File: config.mk
export PLATFORM = sky130hd
export DESIGN_NAME = http_chunked_body_tracker
export DESIGN_NICKNAME = d
export VERILOG_FILES = /design/src/sv/hcbt_pkg.sv /design/src/sv/http_chunked_body_tracker.sv
export SDC_FILE = /design/constraint.sdc
export NUM_CORES = 1
export LEC_CHECK = 0
export BUFFER_PORTS_ARGS = -buffer_cell sky130_fd_sc_hd__clkbuf_2
export CORE_ASPECT_RATIO = 0.5
export CORE_MARGIN = 2
export CORE_UTILIZATION = 30
export CTS_CLUSTER_SIZE = 40
export DETAILED_ROUTE_END_ITERATION = 8
export PLACE_DENSITY = 0.56
export SYNTH_ARGS = -nofsm -noshare
export SYNTH_HDL_FRONTEND = slang
export SYNTH_SLANG_ARGS = --single-unit
File: constraint.sdc
create_clock -name clock -period 8.3 [get_ports clock]
set_clock_uncertainty 0.15 [all_clocks]
set_input_delay 0 -clock clock [delete_from_list [all_inputs] [get_ports clock]]
set_output_delay 0 -clock clock [all_outputs]
set_load 0.02 [all_outputs]
File: src/sv/hcbt_pkg.sv
// Package for the chunked body tracker: line limit defaults, framing characters,
// phase and result types, and the hex digit decoder.
// No dependencies.
package hcbt_pkg;

   localparam int unsigned LINE_SPAN_BYTES = 8 * 1024;
   localparam logic [15:0] LINE_LIMIT_RESET = 16'(LINE_SPAN_BYTES - 1);

   localparam logic [7:0] CHAR_LF   = 8'h0A;
   localparam logic [7:0] CHAR_CR   = 8'h0D;
   localparam logic [7:0] CHAR_SEMI = 8'h3B;
   localparam logic [7:0] CHAR_0    = 8'h30;
   localparam logic [7:0] CHAR_9    = 8'h39;
   localparam logic [7:0] CHAR_LA   = 8'h61;
   localparam logic [7:0] CHAR_LF_HEX = 8'h66;
   localparam logic [7:0] CHAR_UA   = 8'h41;
   localparam logic [7:0] CHAR_UF   = 8'h46;

   typedef enum logic [4:0] {
      PH_LINE = 5'b00001,
      PH_DATA = 5'b00010,
      PH_TERM = 5'b00100,
      PH_DONE = 5'b01000,
      PH_FAIL = 5'b10000
   } phase_type;

   typedef struct packed {
      logic consumed;
      logic message_done;
      logic framing_error;
      logic payload_byte;
   } result_type;

   typedef struct packed {
      logic       valid;
      logic [3:0] value;
   } hex_type;

   function automatic hex_type hex_decode(input logic [7:0] c);
      hex_type h;
      h.valid = 1'b0;
      h.value = 4'd0;
      if (c >= CHAR_0 && c <= CHAR_9) begin
         h.valid = 1'b1;
         h.value = 4'(c - CHAR_0);
      end else if (c >= CHAR_LA && c <= CHAR_LF_HEX) begin
         h.valid = 1'b1;
         h.value = 4'(c - CHAR_LA + 8'd10);
      end else if (c >= CHAR_UA && c <= CHAR_UF) begin
         h.valid = 1'b1;
         h.value = 4'(c - CHAR_UA + 8'd10);
      end
      return h;
   endfunction

endpackage

File: src/sv/http_chunked_body_tracker.sv
// Chunked message body tracker: one body byte in, one framing result out.
// Depends on hcbt_pkg.
//
//   channel | direction | handshake           | payload
//   req     | in        | req_valid/req_stall | data_byte, start_of_message
//   rsp     | out       | rsp_valid/rsp_stall | consumed, message_done,
//           |           |                     | framing_error, payload_byte
//   csr     | in        | csr_valid/csr_ready | max_line_chars (16 bits)
//
// One byte per cycle while req does not stall; each result is registered before rsp.
// The 64-bit chunk counter decrement and compare set the per-cycle path.
// A two-entry output (result register plus skid register) keeps req open
// while one result waits; req stalls only when both hold a result.
// Reset is synchronous; it clears the tracking state and sets the line limit
// to 8191. csr is always ready.
module http_chunked_body_tracker (
   input  logic        clock,
   input  logic        reset,
   input  logic        req_valid,
   output logic        req_stall,
   input  logic [7:0]  req_data_byte,
   input  logic        req_start_of_message,
   output logic        rsp_valid,
   input  logic        rsp_stall,
   output logic        rsp_consumed,
   output logic        rsp_message_done,
   output logic        rsp_framing_error,
   output logic        rsp_payload_byte,
   input  logic        csr_valid,
   output logic        csr_ready,
   input  logic [15:0] csr_data
);
   import hcbt_pkg::*;

   logic [15:0] max_line_ff;
   phase_type   phase_ff, phase_in;
   logic [63:0] left_ff, left_in;
   logic [63:0] acc_ff, acc_in;
   logic [15:0] count_ff, count_in;
   logic        crlf_ff, crlf_in;
   logic        trailer_ff, trailer_in;
   logic        digit_ff, digit_in;
   logic        semi_ff, semi_in;
   logic        bad_ff, bad_in;

   phase_type   b_phase;
   logic [63:0] b_left, b_acc, left_dec;
   logic [15:0] b_count;
   logic        b_crlf, b_trailer, b_digit, b_semi, b_bad;
   logic        took, payload;
   hex_type     hex;
   result_type  res_in;

   result_type  out_ff, skid_ff;
   logic        out_valid_ff, skid_valid_ff;
   logic        accept, out_free;

   assign csr_ready = 1'b1;
   assign req_stall = skid_valid_ff;
   assign accept    = req_valid && !skid_valid_ff;
   assign out_free  = !out_valid_ff || !rsp_stall;

   assign rsp_valid         = out_valid_ff;
   assign rsp_consumed      = out_ff.consumed;
   assign rsp_message_done  = out_ff.message_done;
   assign rsp_framing_error = out_ff.framing_error;
   assign rsp_payload_byte  = out_ff.payload_byte;

   always_comb begin
      b_phase   = req_start_of_message ? PH_LINE : phase_ff;
      b_left    = req_start_of_message ? 64'd0 : left_ff;
      b_acc     = req_start_of_message ? 64'd0 : acc_ff;
      b_count   = req_start_of_message ? 16'd0 : count_ff;
      b_crlf    = req_start_of_message ? 1'b0 : crlf_ff;
      b_trailer = req_start_of_message ? 1'b0 : trailer_ff;
      b_digit   = req_start_of_message ? 1'b0 : digit_ff;
      b_semi    = req_start_of_message ? 1'b0 : semi_ff;
      b_bad     = req_start_of_message ? 1'b0 : bad_ff;

      phase_in   = b_phase;
      left_in    = b_left;
      acc_in     = b_acc;
      count_in   = b_count;
      crlf_in    = b_crlf;
      trailer_in = b_trailer;
      digit_in   = b_digit;
      semi_in    = b_semi;
      bad_in     = b_bad;
      took       = 1'b0;
      payload    = 1'b0;
      hex        = hex_decode(req_data_byte);
      left_dec   = (b_left != 64'd0) ? b_left - 64'd1 : b_left;

      case (b_phase)
         PH_LINE: begin
            if (req_data_byte == CHAR_LF) begin
               if (!b_trailer && (b_bad || !b_digit)) begin
                  phase_in = PH_FAIL;
               end else begin
                  if (!b_trailer) begin
                     if (b_acc == 64'd0) begin
                        trailer_in = 1'b1;
                     end else begin
                        left_in  = b_acc;
                        phase_in = PH_DATA;
                     end
                  end else if (b_count == 16'd0) begin
                     phase_in = PH_DONE;
                  end
                  count_in = 16'd0;
                  digit_in = 1'b0;
                  semi_in  = 1'b0;
                  bad_in   = 1'b0;
                  acc_in   = 64'd0;
                  took     = 1'b1;
               end
            end else if (req_data_byte == CHAR_CR) begin
               took = 1'b1;
            end else if (b_count >= max_line_ff) begin
               phase_in = PH_FAIL;
            end else begin
               count_in = b_count + 16'd1;
               took     = 1'b1;
               if (!b_trailer && !b_semi) begin
                  if (req_data_byte == CHAR_SEMI) begin
                     semi_in = 1'b1;
                  end else if (hex.valid) begin
                     acc_in   = {b_acc[59:0], hex.value};
                     digit_in = 1'b1;
                  end else begin
                     bad_in = 1'b1;
                  end
               end
            end
         end
         PH_DATA: begin
            took    = 1'b1;
            payload = 1'b1;
            left_in = left_dec;
            if (left_dec == 64'd0) begin
               phase_in = PH_TERM;
            end
         end
         PH_TERM: begin
            if (req_data_byte == (b_crlf ? CHAR_LF : CHAR_CR)) begin
               took = 1'b1;
               if (b_crlf) begin
                  crlf_in  = 1'b0;
                  phase_in = PH_LINE;
               end else begin
                  crlf_in = 1'b1;
               end
            end else begin
               phase_in = PH_FAIL;
            end
         end
         PH_DONE: begin
         end
         default: begin
            phase_in = PH_FAIL;
         end
      endcase

      res_in.consumed      = took;
      res_in.message_done  = (phase_in == PH_DONE);
      res_in.framing_error = (phase_in == PH_FAIL);
      res_in.payload_byte  = payload;
   end

   always_ff @(posedge clock) begin
      if (reset) begin
         max_line_ff <= LINE_LIMIT_RESET;
      end else if (csr_valid && csr_ready) begin
         max_line_ff <= csr_data;
      end
   end

   always_ff @(posedge clock) begin
      if (reset) begin
         phase_ff   <= PH_LINE;
         left_ff    <= 64'd0;
         acc_ff     <= 64'd0;
         count_ff   <= 16'd0;
         crlf_ff    <= 1'b0;
         trailer_ff <= 1'b0;
         digit_ff   <= 1'b0;
         semi_ff    <= 1'b0;
         bad_ff     <= 1'b0;
      end else if (accept) begin
         phase_ff   <= phase_in;
         left_ff    <= left_in;
         acc_ff     <= acc_in;
         count_ff   <= count_in;
         crlf_ff    <= crlf_in;
         trailer_ff <= trailer_in;
         digit_ff   <= digit_in;
         semi_ff    <= semi_in;
         bad_ff     <= bad_in;
      end
   end

   always_ff @(posedge clock) begin
      if (reset) begin
         out_valid_ff  <= 1'b0;
         skid_valid_ff <= 1'b0;
      end else if (skid_valid_ff) begin
         if (out_free) begin
            out_valid_ff  <= 1'b1;
            skid_valid_ff <= 1'b0;
         end
      end else if (accept) begin
         if (out_free) begin
            out_valid_ff <= 1'b1;
         end else begin
            skid_valid_ff <= 1'b1;
         end
      end else if (out_free) begin
         out_valid_ff <= 1'b0;
      end
   end

   always_ff @(posedge clock) begin
      if (skid_valid_ff) begin
         if (out_free) begin
            out_ff <= skid_ff;
         end
      end else if (accept) begin
         if (out_free) begin
            out_ff <= res_in;
         end else begin
            skid_ff <= res_in;
         end
      end
   end

`ifndef SYNTHESIS
   a_skid_behind_out: assert property (@(posedge clock) disable iff (reset)
      skid_valid_ff |-> out_valid_ff)
      else $error("skid register holds a result while the result register is empty");

   a_done_or_error: assert property (@(posedge clock) disable iff (reset)
      rsp_valid |-> !(rsp_message_done && rsp_framing_error))
      else $error("result flags both message end and framing error");

   a_payload_consumed: assert property (@(posedge clock) disable iff (reset)
      (rsp_valid && rsp_payload_byte) |-> (rsp_consumed && !rsp_framing_error))
      else $error("payload byte not consumed or flagged as error");

   a_error_not_consumed: assert property (@(posedge clock) disable iff (reset)
      (accept && phase_in == PH_FAIL) |=> !out_ff.consumed || skid_valid_ff)
      else $error("error byte reported as consumed");
`endif

endmodule
==> run metrics <==
area of the core=37200 um^2; Worst path slowest cell=and4_1; Cell Chain, Critical Path=or4_4, nor4b_2, and4_1, nand2_1, a32o_1, a2111oi_0, nand4_1, nor4_2, nand3_1, a21bo_1; Fillers=3928; Vias/cell=6.11; Clock Path Buffers=2; failing checks=design-rule violations; Design Power=2.07 mW; Final Max Tran Viols=0; Post-CTS Resized=0; die width=278 um; routed length on met2=19.0 mm; Final Cycle Share=54.6%; # clock sinks=180; PortBufs=35; crit end category=flip-flop; synthesized cell area=11300 um^2; Non-Filler Instances=1991; most frequent cells in the layout=dfxtp_1 (172), nor2_1 (163), nand2_1 (153); H-tree Lvls=4; Area after DPL=11800 um^2; Period minus WS final=4530 ps; Overflow after GRT=0; Avg WL per Cell=22.2 um; final core occ=34.4%; Die H=141 um; Boundary Pins=37; CTS hold repair buffers=39; Rel. slew slack=21.3%; count of cell types in the netlist=85; achievable frequency=221 MHz; Leak=4.70 nW; Main synth FF type=dfxtp_1; initial antenna violation count=1; status=complete, but fails checks; CP Buf/Inv Count=0; Antenna diodes=0; CP max FO=16; worst min-delay path category=in -> reg; area of the multi-input gates=7030 um^2; layout cells sized above 1=8.15%; synthesized instance count=1488; syn_nets=1540; FFs w/ async S/R, synth=0%; clk_lat worst skew=460 ps; worst hold slack=0.840 ps; top routing layer in use=met5; sequential cell area=3680 um^2; Avg Cell Area, Syn=7.58 um^2; row cnt=50; worst-margin pin slew=1180 ps; CP Class=reg -> reg; critical path required time=8500 ps; clock slew seen by the registers of the worst setup and hold paths=70 ps; Worst Slack Setup Final=3770 ps; dpl hpwl=30.6 mm; Setup Viol. Count Final=0; Peak VDD IR=109 uV; Hold Vio Cnt, Final=0; maxcap violations=0; DR vias=12200; drt first pass iters=9; vias in the first global route=11300; RSZ-0062 raised after global routing=no; Yosys warnings=0; number of synthesized flops with an enable pin=8; Final #Nets=1539; fin area=12800 um^2; Max stage delay on crit path=730 ps; Synth Register Bits=180; Seq/Total Area, Yosys=32.6%; post-CTS setup buffers=0; critical path arrival=4730 ps; commonest non-fill, non-tap cell in the layout=dfxtp_1; clock root buffer=clkbuf_16; Initial Util=30.3%; leading area contributor after synthesis=dfxtp_1; CP top delay family=simple AND/OR/NAND/NOR gates; Area growth syn-to-layout=13.5%; Power Density=162 nW/um^2; initial DRC count=1725; TritonCTS clock tree=built; Yosys top cell area share=30.5%; ANT nets after route=0; gpl congestion=1.01; CTS Buf Count=17; GRT Resource Usage Total=22.5%; wl on met1=19.8 mm; pin count of the biggest net entering global routing=69; die area=39300 um^2; TNS Setup=0 ps; CP startpoint kind=flip-flop; DRC viols=4; met3 WL post-DR=4.13 mm; Placed Cells=1923; Area contributors post-synth=dfxtp_1 (31%), nor2_1 (5.5%), nand2_1 (5.1%); global-route wire length before repair=68.8 mm; Post-Place Setup Slack=3900 ps; total wire length=44.3 mm
[tightest hold or removal path: cells and delay by family]
family | cells | cell delay (ps)
simple gates | 1 | 150
buf+inv | 1 | 330
compound gates | 1 | 70
[metal layers]
metal  GRT usage, %  up-vias
met5              0        -
met3           5.10      113
met2           33.6      630
met1           31.4     5789
li1               -     5627
met4           8.39        2
[power by group]
group / internal, mW / switching [mW] / leakage, nW
clock network: 0.457 / 0.370 / 0.269
registers: 0.890 / 0.0256 / 1.47
logic: 0.108 / 0.223 / 2.96
total: 1.46 / 0.618 / 4.70
[synthesized netlist by cell type, types with 22 or more instances]
cell type,instances
nand3_1,49
clkbuf_1,105
o211ai_1,28
nor2_1,164
nand2_1,153
nor4_1,53
inv_1,33
or3_1,22
a22o_1,40
o21ai_0,92
ha_1,22
a22oi_1,49
nor3_1,52
dfxtp_1,172
a21oi_1,92
[cell families (layout without fill, tap and decap cells)]
logic type                 Yosys count  count (layout)  synth area share, %
AOI/OAI and AO/OA                  475             475                 29.0
muxes                               24              24                 2.17
other                                1               1               0.0332
buffers and inverters              155             164                 5.23
DFF                                180             180                 32.6
and+or+nand+nor                    613             613                 27.1
adders and majority gates           22              22                 2.44
xor gates and xnor gates            18              18                 1.40
[final cells by class]
class                   count  area share (%)
clock buffers              22            3.63
clock inverters             7           0.792
inverters                  34           0.997
multi-input cells        1153            54.9
flip-flops and latches    180            28.8
well taps                 494            4.83
repair buffers            101            6.04
[worst paths after layout]
path / cells after the start / to / slack, ps / startpoint
max reg2reg: 10 / phase_ff[1]$_SDFFE_PP0P_ / 3770 / left_ff[27]$_SDFFE_PP0P_
min: 3 / max_line_ff[1]$_SDFFE_PP1P_ / 0.8 / csr_valid
max: 10 / phase_ff[1]$_SDFFE_PP0P_ / 3770 / left_ff[27]$_SDFFE_PP0P_
min reg2reg: 2 / digit_ff$_SDFFE_PP0P_ / 300 / digit_ff$_SDFFE_PP0P_
[state kept, by name (all words and copies together), names as in the netlist]
| register | cells |
|---|---|
| max_line_ff | 16 |
| count_ff | 16 |
| acc_ff | 64 |
| left_ff | 64 |
| rsp_payload_byte | 1 |
| rsp_valid | 1 |
| skid_ff | 4 |
| trailer_ff | 1 |
| bad_ff | 1 |
| crlf_ff | 1 |
| req_stall | 1 |
| rsp_consumed | 1 |
| semi_ff | 1 |
| rsp_framing_error | 1 |
| rsp_message_done | 1 |
| digit_ff | 1 |
| phase_ff | 5 |
No activity file was read; power rests on OpenSTA's default activity.
